[src/rtl/tlp_pkg.sv]
package tlp_pkg;

    localparam int unsigned NUM_PFX = 5;

    localparam logic [2:0] BODY_POS = 3'd5;

    localparam logic [7:0] CHAR_LF    = 8'h0A;
    localparam logic [7:0] CHAR_CR    = 8'h0D;
    localparam logic [7:0] CHAR_TAB   = 8'h09;
    localparam logic [7:0] CHAR_SPACE = 8'h20;
    localparam logic [7:0] CHAR_PLUS  = 8'h2B;
    localparam logic [7:0] CHAR_MINUS = 8'h2D;
    localparam logic [7:0] CHAR_ZERO  = 8'h30;
    localparam logic [7:0] CHAR_NINE  = 8'h39;

    localparam logic [2:0] KIND_TEMP    = 3'd0;
    localparam logic [2:0] KIND_DIST    = 3'd1;
    localparam logic [2:0] KIND_CURRENT = 3'd2;
    localparam logic [2:0] KIND_VOLTAGE = 3'd3;
    localparam logic [2:0] KIND_DEBUG   = 3'd4;

    localparam logic [1:0] STATUS_OK        = 2'd0;
    localparam logic [1:0] STATUS_NO_DIGITS = 2'd1;
    localparam logic [1:0] STATUS_RANGE     = 2'd2;

    localparam logic [35:0] MAG_LIMIT = 36'h0_8000_0000;

    typedef struct packed {
        logic [7:0] rx_byte;
    } in_word_t;

    typedef struct packed {
        logic [2:0]  line_kind;
        logic [15:0] reading;
        logic [1:0]  parse_status;
    } out_word_t;

    typedef struct packed {
        logic [2:0] position;
        logic [4:0] candidates;
    } pfx_state_t;

    typedef struct packed {
        logic        negative;
        logic [31:0] magnitude;
        logic        digit_seen;
        logic        range_exceeded;
    } num_state_t;

    function automatic logic [2:0] pfx_len(input logic [2:0] kind);
        logic [2:0] len;
        len = (kind == KIND_DEBUG) ? 3'd3 : 3'd5;
        return len;
    endfunction

    function automatic logic [7:0] pfx_char(input logic [2:0] kind, input logic [2:0] pos);
        logic [7:0] ch;
        ch = 8'h00;
        unique case (kind)
            KIND_TEMP:
            begin
                case (pos)
                    3'd0: ch = "t";
                    3'd1: ch = "m";
                    3'd2: ch = "p";
                    3'd3: ch = ":";
                    3'd4: ch = " ";
                    default: ch = 8'h00;
                endcase
            end
            KIND_DIST:
            begin
                case (pos)
                    3'd0: ch = "d";
                    3'd1: ch = "s";
                    3'd2: ch = "t";
                    3'd3: ch = ":";
                    3'd4: ch = " ";
                    default: ch = 8'h00;
                endcase
            end
            KIND_CURRENT:
            begin
                case (pos)
                    3'd0: ch = "a";
                    3'd1: ch = "m";
                    3'd2: ch = "p";
                    3'd3: ch = ":";
                    3'd4: ch = " ";
                    default: ch = 8'h00;
                endcase
            end
            KIND_VOLTAGE:
            begin
                case (pos)
                    3'd0: ch = "v";
                    3'd1: ch = "l";
                    3'd2: ch = "t";
                    3'd3: ch = ":";
                    3'd4: ch = " ";
                    default: ch = 8'h00;
                endcase
            end
            KIND_DEBUG:
            begin
                case (pos)
                    3'd0: ch = "d";
                    3'd1: ch = ":";
                    3'd2: ch = " ";
                    default: ch = 8'h00;
                endcase
            end
            default: ch = 8'h00;
        endcase
        return ch;
    endfunction

endpackage

[src/rtl/tlp_prefix_match.sv]
module tlp_prefix_match (
    input  logic                clk,
    input  logic                rst_n,
    input  logic                step,
    input  logic [7:0]          rx_byte,
    output tlp_pkg::pfx_state_t state
);

    logic [2:0] position_reg;
    logic [2:0] position_next;
    logic [4:0] candidates_reg;
    logic [4:0] candidates_next;

    always_comb
    begin
        position_next   = position_reg;
        candidates_next = candidates_reg;
        if (step)
        begin
            if (rx_byte == tlp_pkg::CHAR_LF)
            begin
                position_next   = 3'd0;
                candidates_next = 5'b11111;
            end
            else if (position_reg < tlp_pkg::BODY_POS)
            begin
                for (int k = 0; k < tlp_pkg::NUM_PFX; k++)
                begin
                    if (candidates_reg[k] &&
                        position_reg < tlp_pkg::pfx_len(3'(k)) &&
                        tlp_pkg::pfx_char(3'(k), position_reg) != rx_byte)
                    begin
                        candidates_next[k] = 1'b0;
                    end
                end
                position_next = position_reg + 3'd1;
            end
        end
    end

    always_ff @(posedge clk or negedge rst_n)
    begin
        if (!rst_n)
        begin
            position_reg   <= 3'd0;
            candidates_reg <= 5'b11111;
        end
        else
        begin
            position_reg   <= position_next;
            candidates_reg <= candidates_next;
        end
    end

    assign state.position   = position_reg;
    assign state.candidates = candidates_reg;

endmodule

[config.mk]
export PLATFORM = sky130hd
export DESIGN_NAME = tlp_prefix_match
export DESIGN_NICKNAME = d
export VERILOG_FILES = /design/src/rtl/tlp_pkg.sv /design/src/rtl/tlp_prefix_match.sv
export SDC_FILE = /design/constraint.sdc
export NUM_CORES = 1
export LEC_CHECK = 0
export BUFFER_PORTS_ARGS = -buffer_cell sky130_fd_sc_hd__buf_2
export CAP_MARGIN = 20
export CORE_AREA = 2 2 58 60
export CTS_CLUSTER_DIAMETER = 80
export CTS_CLUSTER_SIZE = 10
export DETAILED_ROUTE_END_ITERATION = 6
export DIE_AREA = 0 0 60 62
export PLACE_DENSITY = 0.46
export RECOVER_POWER = 25
export SLEW_MARGIN = 20
export SYNTH_ARGS = -nofsm -noshare
export SYNTH_HDL_FRONTEND = slang
export SYNTH_SLANG_ARGS = --single-unit
[constraint.sdc]
create_clock -name clk -period 3.4 [get_ports clk]
set_clock_uncertainty 0.2 [all_clocks]
set_input_delay 0 -clock clk [delete_from_list [all_inputs] [get_ports clk]]
set_output_delay 0 -clock clk [all_outputs]
set_load 0.03 [all_outputs]
==> results.py <==
metrics = {
    "outcome": {
        "status": "complete, no violations",
    },
    "floorplan": {
        "dieArea_um2": 3720,
        "die_w_um": 60,
        "start_util": 0.281,
        "core_area_um2": 3180,
        "rows": 21,
        "fp.dieH_um": 62,
        "io_pins": 19,
    },
    "worst_hold_path": {
        "holdPathStages": 4,
        "min_path_type": "primary input to flop",
    },
    "power": {
        "peakVddDrop_mv": 0.327,
        "pwr-share-seq": 0.177,
        "leakage_nw": 0.456,
        "powerDensity_nw_per_um2": 695,
        "switching_share": 0.507,
        "p_comb_frac": 0.715,
        "p_clk_frac": 0.107,
        "p_int_mw": 0.377,
        "power_switching_mw": 0.388,
        "power_mw": 0.765,
    },
    "worst_setup_path": {
        "max_stage_delay_ps": 590,
        "start_kind": "flop",
        "rrSetupSlack_ps": 380,
        "worstPathRequired_ps": 3350,
        "path_class": "flop to flop",
        "crit_chain": "inv_1, ha_1, or4_4, a21oi_1, o2111ai_2, dlygate4sd3_1, o31ai_1",
        "reg2reg_depth": 7,
        "cp_slowest_cell": "dlygate4sd3_1",
        "crit_path_end_kind": "flop",
        "crit_path_max_fanout": 10,
        "arrival_ps": 2970,
    },
    "global_route": {
        "grt_usage": 0.144,
        "grt_antenna_before_repair": 0,
        "gr-total-overflow": 0,
        "grt_pass1_vias": 905,
        "grt_max_degree": 21,
        "grt_pass1_wl_mm": 4.09,
    },
    "placement": {
        "hpwlAfterDp_mm": 1.91,
        "post-place-cells": 175,
        "placedInstanceArea_um2": 1020,
        "portBuffers": 18,
        "routabilityCongestion": 0.790,
    },
    "cts": {
        "cts_tree": "built",
        "cts_buffer_depth": 2,
        "post_cts_buffers": 0,
        "cts_root_buffer": "clkbuf_4",
        "cts_resized": 0,
        "worst_skew_pair.late_latency_ps": 260,
        "cts_sinks": 8,
        "clk_pin_slew_ps": 70,
        "cts_buffers": 3,
        "htree_levels": 1,
        "cts.hold.buffers_added": 6,
    },
    "finish": {
        "layout_commonest_cell": "buf_2",
        "final_nets": 156,
        "n_antenna_cell": 0,
        "fin_cells": 185,
        "syn2layout_area_growth_pct": 23.1,
        "largest_reg_flops": 5,
        "drive_gt1_frac": 0.223,
        "final_cell_mix": "buf_2, o21ai_0, nand2_1, inv_1, dlygate4sd3_1",
        "fin_area_um2": 1100,
    },
    "synth": {
        "synth.area.top_cells": "dfstp_2, dfrtp_1, ha_1",
        "synth_simple_gate_area_frac": 0.280,
        "syn-num-nets": 133,
        "synth_top_family_by_area": "compound AO/OA/AOI/OAI gates",
        "synth.largest_area_cell": "dfstp_2",
        "yosysSeqAreaShare": 0.231,
        "synth_area_um2": 895,
        "avgSynthCellArea_um2": 7.65,
        "synth_edf_count": 0,
        "synth_compound_area_frac": 0.290,
        "yosys.area.top_type_share": 0.147,
        "synthCells": 117,
        "ys_types": 40,
        "synth_ff_type": "dfstp_2",
        "ys_ff_latch": 8,
        "synthXorXnorAreaFrac": 0.0587,
        "yosys_warnings": 0,
        "synthAdderAreaFrac": 0.0699,
        "synthMuxAreaShare": 0,
        "synth_async_sr_flop_share": 1.00,
    },
    "sta": {
        "hold_viol_final": 0,
        "relSlewSlack": 0.652,
        "max_freq_mhz": 332,
        "rsz0062_at_grt": "no",
        "worst_slew_pin_slew_ps": 517,
        "period_minus_slack_ps": 3020,
        "setup_violations": 0,
        "drv_slew": 0,
        "whs_ps": 43.9,
        "setup_tns_ps": 0,
        "period_share": 0.887,
    },
    "detailed_routing": {
        "post-route-drc-count": 0,
        "num_vias": 943,
        "viasPerCell": 5.10,
        "ant_nets": 0,
        "routed_wl_mm": 2.41,
        "drt_iter0_markers": 41,
        "routedWlPerCell_um": 13.0,
        "drtPass1Iterations": 4,
    },
    "flow_run": {
        "cap_viol_max_count": 0,
    },
}
==> per-stage QoR <==
step | utilization | worst slack, ps
floorplan | - | 629
global placement | 0.320 | 879
detailed placement | 0.320 | 809
CTS | 0.347 | 389
global route | 0.346 | 120
finish | 0.346 | 385
==> layer usage <==
| layer | GRT usage | vias to the layer above | share of wire |
|---|---|---|---|
| li1 | - | 465 | - |
| met1 | 0.190 | 446 | 0.47 |
| met2 | 0.234 | 26 | 0.46 |
| met3 | 0.0311 | 6 | 0.049 |
| met4 | 0.0444 | 0 | 0.028 |
| met5 | 0 | - | 0 |
==> worst paths after layout <==
kind                                                     from                       endpoint
worst max-delay path              position_reg[0]$_DFFE_PN0P_  candidates_reg[1]$_DFFE_PN1P_
worst min-delay path                               rx_byte[0]  candidates_reg[4]$_DFFE_PN1P_
worst max register to register    position_reg[0]$_DFFE_PN0P_  candidates_reg[1]$_DFFE_PN1P_
worst min register to register  candidates_reg[4]$_DFFE_PN1P_  candidates_reg[4]$_DFFE_PN1P_
max in group asynchronous                               rst_n    position_reg[1]$_DFFE_PN0P_
min in group asynchronous                               rst_n  candidates_reg[4]$_DFFE_PN1P_
==> cell families after synthesis <==
group	after synthesis
buffers and inverters	15
AND/OR/NAND/NOR	45
AO/OA/AOI/OAI	38
XOR/XNOR	6
flip-flops	8
adder cells (fa/ha/maj)	5
==> cell usage after synthesis, drive strengths merged (3+ instances only) <==
library cell  count
a211oi            3
a21oi             5
clkbuf            6
dfrtp             3
dfstp             5
ha                5
inv               8
nand2             9
nand2b            5
nand3             3
nor2              5
nor2b             4
nor3              4
o211ai            3
o21ai            12
or3               4
xnor2             4
==> critical path: cells and delay by family, from the launching register on <==
family          cells  cell delay [ps]
flops               1              450
simple gates        1              580
compound gates      3              610
fa+ha+maj           1              330
buf+inv             2              730
==> power by group through the flow <==
| stage | sequential, mW | clock, mW | combinational, mW |
|---|---|---|---|
| 2_1_floorplan | 0.170 | 0 | 0.391 |
| 4_1_cts | 0.136 | 0.0831 | 0.549 |
| 3_5_place_dp | 0.138 | 0 | 0.537 |
| 3_3_place_gp | 0.136 | 0 | 0.542 |
| 5_1_grt | 0.143 | 0.0864 | 0.612 |
| 6_report | 0.136 | 0.0820 | 0.547 |
==> layout make-up <==
| class | count | area [µm²] |
|---|---|---|
| clock buffer | 4 | 26.3 |
| fill | 351 | 2080 |
| inverter | 8 | 30.0 |
| multi-input combinational | 94 | 624 |
| sequential | 8 | 206 |
| tap | 46 | 57.6 |
| timing repair buffer | 25 | 156 |
No activity file was read; power rests on OpenSTA's default activity.
