File: src/rtl/tlp_pkg.sv
package tlp_pkg;

    localparam int unsigned NUM_PFX = 5;

    localparam logic [2:0] BODY_POS = 3'd5;

    localparam logic [7:0] CHAR_LF    = 8'h0A;
    localparam logic [7:0] CHAR_CR    = 8'h0D;
    localparam logic [7:0] CHAR_TAB   = 8'h09;
    localparam logic [7:0] CHAR_SPACE = 8'h20;
    localparam logic [7:0] CHAR_PLUS  = 8'h2B;
    localparam logic [7:0] CHAR_MINUS = 8'h2D;
    localparam logic [7:0] CHAR_ZERO  = 8'h30;
    localparam logic [7:0] CHAR_NINE  = 8'h39;

    localparam logic [2:0] KIND_TEMP    = 3'd0;
    localparam logic [2:0] KIND_DIST    = 3'd1;
    localparam logic [2:0] KIND_CURRENT = 3'd2;
    localparam logic [2:0] KIND_VOLTAGE = 3'd3;
    localparam logic [2:0] KIND_DEBUG   = 3'd4;

    localparam logic [1:0] STATUS_OK        = 2'd0;
    localparam logic [1:0] STATUS_NO_DIGITS = 2'd1;
    localparam logic [1:0] STATUS_RANGE     = 2'd2;

    localparam logic [35:0] MAG_LIMIT = 36'h0_8000_0000;

    typedef struct packed {
        logic [7:0] rx_byte;
    } in_word_t;

    typedef struct packed {
        logic [2:0]  line_kind;
        logic [15:0] reading;
        logic [1:0]  parse_status;
    } out_word_t;

    typedef struct packed {
        logic [2:0] position;
        logic [4:0] candidates;
    } pfx_state_t;

    typedef struct packed {
        logic        negative;
        logic [31:0] magnitude;
        logic        digit_seen;
        logic        range_exceeded;
    } num_state_t;

    function automatic logic [2:0] pfx_len(input logic [2:0] kind);
        logic [2:0] len;
        len = (kind == KIND_DEBUG) ? 3'd3 : 3'd5;
        return len;
    endfunction

    function automatic logic [7:0] pfx_char(input logic [2:0] kind, input logic [2:0] pos);
        logic [7:0] ch;
        ch = 8'h00;
        unique case (kind)
            KIND_TEMP:
            begin
                case (pos)
                    3'd0: ch = "t";
                    3'd1: ch = "m";
                    3'd2: ch = "p";
                    3'd3: ch = ":";
                    3'd4: ch = " ";
                    default: ch = 8'h00;
                endcase
            end
            KIND_DIST:
            begin
                case (pos)
                    3'd0: ch = "d";
                    3'd1: ch = "s";
                    3'd2: ch = "t";
                    3'd3: ch = ":";
                    3'd4: ch = " ";
                    default: ch = 8'h00;
                endcase
            end
            KIND_CURRENT:
            begin
                case (pos)
                    3'd0: ch = "a";
                    3'd1: ch = "m";
                    3'd2: ch = "p";
                    3'd3: ch = ":";
                    3'd4: ch = " ";
                    default: ch = 8'h00;
                endcase
            end
            KIND_VOLTAGE:
            begin
                case (pos)
                    3'd0: ch = "v";
                    3'd1: ch = "l";
                    3'd2: ch = "t";
                    3'd3: ch = ":";
                    3'd4: ch = " ";
                    default: ch = 8'h00;
                endcase
            end
            KIND_DEBUG:
            begin
                case (pos)
                    3'd0: ch = "d";
                    3'd1: ch = ":";
                    3'd2: ch = " ";
                    default: ch = 8'h00;
                endcase
            end
            default: ch = 8'h00;
        endcase
        return ch;
    endfunction

endpackage

File: src/rtl/tlp_number_acc.sv
module tlp_number_acc (
    input  logic                clk,
    input  logic                rst_n,
    input  logic                step,
    input  logic                in_body,
    input  logic [7:0]          rx_byte,
    output tlp_pkg::num_state_t state
);

    localparam logic [1:0] PH_SPACE  = 2'd0;
    localparam logic [1:0] PH_SIGN   = 2'd1;
    localparam logic [1:0] PH_DIGITS = 2'd2;
    localparam logic [1:0] PH_DONE   = 2'd3;

    logic [1:0]  phase_reg;
    logic [1:0]  phase_next;
    logic        negative_reg;
    logic        negative_next;
    logic [31:0] magnitude_reg;
    logic [31:0] magnitude_next;
    logic        seen_reg;
    logic        seen_next;
    logic        range_reg;
    logic        range_next;

    logic        is_digit;
    logic        is_space;
    logic        take_digit;
    logic [35:0] product;

    assign is_digit = (rx_byte >= tlp_pkg::CHAR_ZERO) && (rx_byte <= tlp_pkg::CHAR_NINE);
    assign is_space = (rx_byte == tlp_pkg::CHAR_SPACE) ||
                      ((rx_byte >= tlp_pkg::CHAR_TAB) && (rx_byte <= tlp_pkg::CHAR_CR));
    assign product  = ({4'd0, magnitude_reg} << 3) + ({4'd0, magnitude_reg} << 1) +
                      {32'd0, rx_byte[3:0]};

    always_comb
    begin
        phase_next     = phase_reg;
        negative_next  = negative_reg;
        magnitude_next = magnitude_reg;
        seen_next      = seen_reg;
        range_next     = range_reg;
        take_digit     = 1'b0;

        if (step && rx_byte == tlp_pkg::CHAR_LF)
        begin
            phase_next     = PH_SPACE;
            negative_next  = 1'b0;
            magnitude_next = 32'd0;
            seen_next      = 1'b0;
            range_next     = 1'b0;
        end
        else if (step && in_body)
        begin
            unique case (phase_reg)
                PH_SPACE:
                begin
                    if (is_space)
                    begin
                        phase_next = PH_SPACE;
                    end
                    else if (rx_byte == tlp_pkg::CHAR_PLUS || rx_byte == tlp_pkg::CHAR_MINUS)
                    begin
                        negative_next = (rx_byte == tlp_pkg::CHAR_MINUS);
                        phase_next    = PH_SIGN;
                    end
                    else if (is_digit)
                    begin
                        take_digit = 1'b1;
                        phase_next = PH_DIGITS;
                    end
                    else
                    begin
                        phase_next = PH_DONE;
                    end
                end
                PH_SIGN, PH_DIGITS:
                begin
                    if (is_digit)
                    begin
                        take_digit = 1'b1;
                        phase_next = PH_DIGITS;
                    end
                    else
                    begin
                        phase_next = PH_DONE;
                    end
                end
                default:
                begin
                    phase_next = PH_DONE;
                end
            endcase

            if (take_digit)
            begin
                seen_next = 1'b1;
                if (product > tlp_pkg::MAG_LIMIT)
                begin
                    range_next = 1'b1;
                end
                else
                begin
                    magnitude_next = product[31:0];
                end
            end
        end
    end

    always_ff @(posedge clk or negedge rst_n)
    begin
        if (!rst_n)
        begin
            phase_reg     <= PH_SPACE;
            negative_reg  <= 1'b0;
            magnitude_reg <= 32'd0;
            seen_reg      <= 1'b0;
            range_reg     <= 1'b0;
        end
        else
        begin
            phase_reg     <= phase_next;
            negative_reg  <= negative_next;
            magnitude_reg <= magnitude_next;
            seen_reg      <= seen_next;
            range_reg     <= range_next;
        end
    end

    assign state.negative       = negative_reg;
    assign state.magnitude      = magnitude_reg;
    assign state.digit_seen     = seen_reg;
    assign state.range_exceeded = range_reg;

endmodule

File: config.mk
export PLATFORM = sky130hd
export DESIGN_NAME = tlp_number_acc
export DESIGN_NICKNAME = d
export VERILOG_FILES = /design/src/rtl/tlp_pkg.sv /design/src/rtl/tlp_number_acc.sv
export SDC_FILE = /design/constraint.sdc
export NUM_CORES = 1
export LEC_CHECK = 0
export BUFFER_PORTS_ARGS = -buffer_cell sky130_fd_sc_hd__buf_2
export CAP_MARGIN = 25
export CORE_AREA = 2 2 103 105
export CTS_CLUSTER_DIAMETER = 100
export DETAILED_ROUTE_END_ITERATION = 16
export DIE_AREA = 0 0 105 107
export GPL_ROUTABILITY_DRIVEN = 0
export PLACE_DENSITY = 0.73
export SLEW_MARGIN = 20
export SYNTH_ARGS = -nofsm -noshare
export SYNTH_HDL_FRONTEND = slang
export SYNTH_SLANG_ARGS = --single-unit
File: constraint.sdc
create_clock -name clk -period 7.3 [get_ports clk]
set_input_delay 0.73 -clock clk [delete_from_list [all_inputs] [get_ports clk]]
set_output_delay 0.73 -clock clk [all_outputs]
set_load 0.02 [all_outputs]
==> flow_summary.yaml, run 1 <==
global_routing:
  grt_pass1_vias: 4170
  antenna_found_initial: 0
  grt_first_pass_wirelength_microns: 19710
  overflow: 0
  gr-usage-all-layers: 0.2120
  grt_max_degree: 38
routing:
  drc: 0
  viasPerCell: 6.103
  wl_per_cell_microns: 16.63
  final_antenna_net_count: 0
  wl_microns: 11740
  drt_iter0_drc: 304
  dr_total_vias: 4309
  dr.pass1.iters: 5
sta:
  clock_skew_ps: 10.33
  finalHoldViolCount: 0
  setup_viol: 0
  period_needed_ps: 5373
  hold_slack_ps: 498.1
  rsz0062_at_grt: "no"
  max_freq_mhz: 186.1
  drv_slew: 0
  max_slew_margin: 0.4172
  fin_setup_tns_ps: 0
  finalCritPeriodShare: 0.7361
  worstMarginPinSlew_ps: 871.9
floorplan:
  start_util: 0.4384
  die_x_microns: 105
  core.rowCount: 37
  core-area_sq_mm: 0.01009
  fp.dieH_microns: 107
  io_pins: 47
  die_area_sq_mm: 0.01124
power:
  internal_power_mw: 0.4058
  pwr-share-clk: 0.316
  power_frac_comb: 0.300
  power.density_mw_per_mm2: 127.3
  p_seq_frac: 0.384
  ir_worst_vdd_v: 0.0001055
  total_leakage_power_nw: 2.686
  sw_frac_of_total: 0.3416
  power.switching_mw: 0.2105
cts:
  clockBufferDepth: 2
  cts_root_buf: "clkbuf_8"
  holdBufCountCts: 0
  cts_tree: "done"
  htree_num_levels: 2
  cts_made_buffers: 5
  post-cts-setup-buffers: 0
  clock_sinks: 37
  insertion_delay_ps: 300
  clkTransAtPathRegs_ps: 90
  cts_resized: 0
flow_run:
  drv_cap: 0
synth:
  synth_edf_count: 0
  syn-num-nets: 617
  synth_ff_type: "dfrtp_1"
  syn_inst: 538
  synth_seq_cells: 37
  syn-cell-area_sq_mm: 0.004424
  seq_area_frac_synth: 0.2093
  yosys_warnings: 0
  synth_top_area_cell: "dfrtp_1"
  synth_area_per_cell_sq_um: 8.224
  synth_top_area_frac: 0.2093
  synth.distinct_cells: 66
  synth_area_leaders: "dfrtp_1, ha_1, nand2_1"
  synth-async-reset-ratio: 1.000
setup_path:
  cp_top_family: "simple AND/OR/NAND/NOR gates"
  crit_path_max_incr_delay_ps: 610
  path_cells: "buf_2, inv_1, fa_1, inv_1, ha_1, a21o_1, and4_1, o211a_1, or4_4, xnor2_2, o2111ai_1, or4b_1, o41ai_2, nand2_1, buf_4, a32o_1"
  startpoint_type: "input pin"
  crit_top_cell: "inv_1"
  r2r-end: "magnitude_reg[29]$_DFFE_PN0P_"
  arrival_ps: 5570
  end_kind: "register"
  rr_startpoint: "magnitude_reg[0]$_DFFE_PN0P_"
  critPathBufInv: 4
  crit_fanout: 20
  required_ps: 7490
  worstRegToRegCells: 15
  cpMaxStageDelayCell: "or4b_1"
  rrSetupSlack_ps: 2090
  critPathKind: "in2reg"
placement:
  dpl.hpwl_microns: 9182
  place.port_buffers: 46
cells_and_area:
  final_common_cell: "nand2_1"
  largest_register_ffs: 32
  syn_to_final_growth_pct: 9.446
  antenna_cells: 0
  layout_common_cells: "nand2_1, ha_1, buf_2"
  num-nets-final: 648
  drive_above_1_share: 0.1246
  fillers: 1009
min_path:
  min_from: "seen_reg$_DFFE_PN0P_"
  hold_path_class: "reg2reg"
  hold_end: "seen_reg$_DFFE_PN0P_"
  hold_path_depth: 1
outcome:
  status: "complete, no violations"
[stage by stage]
stage	std cells	power, mW	instance area, sq um	worst slack (ps)	utilization
final	706	0.6163	4842	1927	0.4798
after global routing	706	0.6552	4842	1701	0.4798
after CTS	706	0.6181	4841	1957	0.4797
after detailed placement	698	0.4231	4721	1642	0.4678
after global placement	698	0.4141	4721	1802	0.4678
after floorplan	538	0.3714	4424	2749	-
[cells by family after synthesis]
kind of cell    count (synthesis)  share of synthesized area
flops                          37                     0.2093
buf+inv                        43                    0.04299
fa+ha+maj                      67                     0.1929
mux                            28                    0.06391
xor+xnor                       14                    0.02941
compound gates                161                     0.2503
simple gates                  188                     0.2113
[cells in the mapped netlist (all sizes together) (12+ instances only)]
cell and instances:
nand2 71, a21oi 32, dfrtp 37, ha 65, nor2 27, mux2i 26
inv 19, a21o 13, and2 12, o21ai 33, clkbuf 17, nor3 15
[power by group through the flow]
stage               Sequential, mW  Combinational, mW  Clock [mW]
floorplan                    0.247              0.124           0
global placement             0.240              0.174           0
detailed placement           0.241              0.182           0
CTS                          0.237              0.184       0.197
global route                 0.240              0.208       0.207
finish                       0.237              0.185       0.195
[routing by layer]
| metal | part of all wire | vias to the layer above | GRT usage |
|---|---|---|---|
| li1 | - | 2096 | - |
| met1 | 0.45 | 2044 | 0.2811 |
| met2 | 0.47 | 142 | 0.3539 |
| met3 | 0.053 | 27 | 0.03040 |
| met4 | 0.024 | 0 | 0.07238 |
| met5 | 0 | - | 0 |
[worst max-delay path by stage]
stage               startpoint                       endpoint  slack, ps  depth (start not counted)
floorplan           rx_byte[3]  magnitude_reg[23]$_DFFE_PN0P_       2750                         15
global placement    rx_byte[3]  magnitude_reg[29]$_DFFE_PN0P_       1800                         16
detailed placement  rx_byte[3]  magnitude_reg[29]$_DFFE_PN0P_       1640                         16
CTS                 rx_byte[3]  magnitude_reg[29]$_DFFE_PN0P_       1960                         16
global route        rx_byte[3]  magnitude_reg[29]$_DFFE_PN0P_       1700                         15
finish              rx_byte[3]  magnitude_reg[29]$_DFFE_PN0P_       1930                         16
[layout make-up]
| cell class | count | area, sq um | area share |
|---|---|---|---|
| multi-input combinational | 458 | 3309 | 0.6835 |
| sequential | 37 | 925.9 | 0.1912 |
| timing repair buffer | 48 | 245.2 | 0.05065 |
| tap | 136 | 170.2 | 0.03514 |
| clock buffer | 6 | 82.58 | 0.01705 |
| inverter | 19 | 71.32 | 0.01473 |
| clock inverter | 2 | 37.54 | 0.007752 |
(Power assumes the default switching activity.)
==> run 2: changes to the inputs <==
==> constraint.sdc (replaced) <==
create_clock -name clk -period 5.3 [get_ports clk]
set_input_delay 0.53 -clock clk [delete_from_list [all_inputs] [get_ports clk]]
set_output_delay 0.53 -clock clk [all_outputs]
set_load 0.02 [all_outputs]
==> run 2 against run 1 <==
Global-route usage is 0.40 points lower. Register-to-register slack worse by 1400 ps. Combinational power is 36% higher. Via count is 0.53% lower. Sequential cell count stayed put. Critical path depth is 1 lower. Non-clock buffer count is 1 higher. Power is 43% higher. Die area stayed put.
==> flow_summary.yaml, run 2 (synthesis results as in run 1) <==
outcome:
  status: "complete, no violations"
routing:
  final_antenna_net_count: 0
  wl_per_cell_microns: 16.48
  drc: 0
  viasPerCell: 6.062
  wl_microns: 11650
  dr_total_vias: 4286
  dr.pass1.iters: 5
  drt_iter0_drc: 207
cells_and_area:
  num-nets-final: 649
  instances_no_fill: 707
  fillers: 1004
  largest_register_ffs: 32
  final_common_cell: "nand2_1"
  syn_to_final_growth_pct: 10.18
  final_area_sq_mm: 0.004875
  antenna_cells: 0
  layout_common_cells: "nand2_1, ha_1, buf_2"
  drive_above_1_share: 0.1261
floorplan:
  core.rowCount: 37
  die_area_sq_mm: 0.01124
  die_x_microns: 105
  start_util: 0.4384
  fp.dieH_microns: 107
  io_pins: 47
  core-area_sq_mm: 0.01009
global_routing:
  grt_pass1_vias: 4156
  grt_max_degree: 38
  gr-usage-all-layers: 0.2080
  antenna_found_initial: 0
  grt_first_pass_wirelength_microns: 19330
  overflow: 0
flow_run:
  drv_cap: 0
sta:
  drv_slew: 0
  finalCritPeriodShare: 0.8715
  worstMarginPinSlew_ps: 870.8
  finalHoldViolCount: 0
  clock_skew_ps: 11.00
  max_slew_margin: 0.4195
  fin_setup_tns_ps: 0
  max_freq_mhz: 216.5
  period_needed_ps: 4619
  rsz0062_at_grt: "no"
  setup_viol: 0
  finalWorstSetupSlack_ps: 681.3
cts:
  post-cts-setup-buffers: 0
  cts_root_buf: "clkbuf_8"
  clkTransAtPathRegs_ps: 90
  cts_tree: "done"
  cts_made_buffers: 5
  htree_num_levels: 2
  clock_sinks: 37
  cts_resized: 0
  holdBufCountCts: 0
  insertion_delay_ps: 300
  clockBufferDepth: 2
setup_path:
  end_kind: "register"
  required_ps: 5490
  crit_top_cell: "inv_1"
  path_cells: "inv_1, fa_1, inv_1, ha_1, a21o_1, and4_1, o211a_1, or4_4, xnor2_2, o2111ai_1, or4b_1, o41ai_2, nand2_1, buf_12, a32o_1"
  crit_fanout: 31
  crit_path_max_incr_delay_ps: 600
  cpMaxStageDelayCell: "or4b_1"
  critPathKind: "reg2reg"
  arrival_ps: 4800
  startpoint_type: "register"
power:
  ir_worst_vdd_v: 0.0001148
  total_leakage_power_nw: 2.709
  power.density_mw_per_mm2: 181.2
min_path:
  hold_path_class: "in2async"
placement:
  postPlaceCellArea_sq_mm: 0.004741
  place.port_buffers: 46
  dp_cells: 699
  dpl.hpwl_microns: 9049
  place_worst_setup_slack_ps: 444.3
run 2: layout make-up:
cell class                      instances  area, sq um  area share
Multi-Input combinational cell        458         3308      0.6786
Sequential cell                        37        925.9      0.1899
Timing Repair Buffer                   49        265.3     0.05441
Tap cell                              136        170.2     0.03491
Inverter                               19        71.32     0.01463
Clock buffer                            5        68.82     0.01412
Clock inverter                          3        65.06     0.01335
run 2: layer usage:
metal | GRT usage | share of wire | vias up | wire length, microns
li1 | - | - | 2093 | -
met1 | 0.2693 | 0.45 | 2023 | 5275
met2 | 0.3534 | 0.47 | 148 | 5532
met3 | 0.02979 | 0.049 | 22 | 575
met4 | 0.07429 | 0.023 | 0 | 267
met5 | 0 | 0 | - | 0
run 2: final timing paths:
path	from	endpoint	slack (ps)	cells past startpoint
min reg2reg	seen_reg$_DFFE_PN0P_	seen_reg$_DFFE_PN0P_	500	1
min	rst_n	magnitude_reg[8]$_DFFE_PN0P_	350	1
min in group clk	seen_reg$_DFFE_PN0P_	seen_reg$_DFFE_PN0P_	500	1
max	magnitude_reg[0]$_DFFE_PN0P_	magnitude_reg[23]$_DFFE_PN0P_	680	15
max in group asynchronous	rst_n	phase_reg[1]$_DFFE_PN0P_	4410	1
max reg2reg	magnitude_reg[0]$_DFFE_PN0P_	magnitude_reg[23]$_DFFE_PN0P_	680	15
run 2: power breakdown:
part / internal, mW / total, mW / switching [mW]
sequential: 0.304 / 0.326 / 0.0221
combinational: 0.101 / 0.252 / 0.151
clock: 0.187 / 0.305 / 0.118
total: 0.593 / 0.883 / 0.291
run 2: critical path: cells and delay by family (launching register included):
family | cells | cell delay [ps]
AOI/OAI and AO/OA | 5 | 1270
and+or+nand+nor | 4 | 1440
buffers and inverters | 3 | 350
adders and majority gates | 2 | 830
DFF | 1 | 430
xor gates and xnor gates | 1 | 180
run 2: per-stage QoR:
step / utilization / hold slack [ps] / power (mW)
floorplan: - / 234.4 / 0.5116
finish: 0.4830 / 345.8 / 0.8833
global placement: 0.4698 / 475.4 / 0.5727
CTS: 0.4830 / 386.0 / 0.8883
global route: 0.4830 / 424.5 / 0.9337
detailed placement: 0.4698 / 481.9 / 0.5785
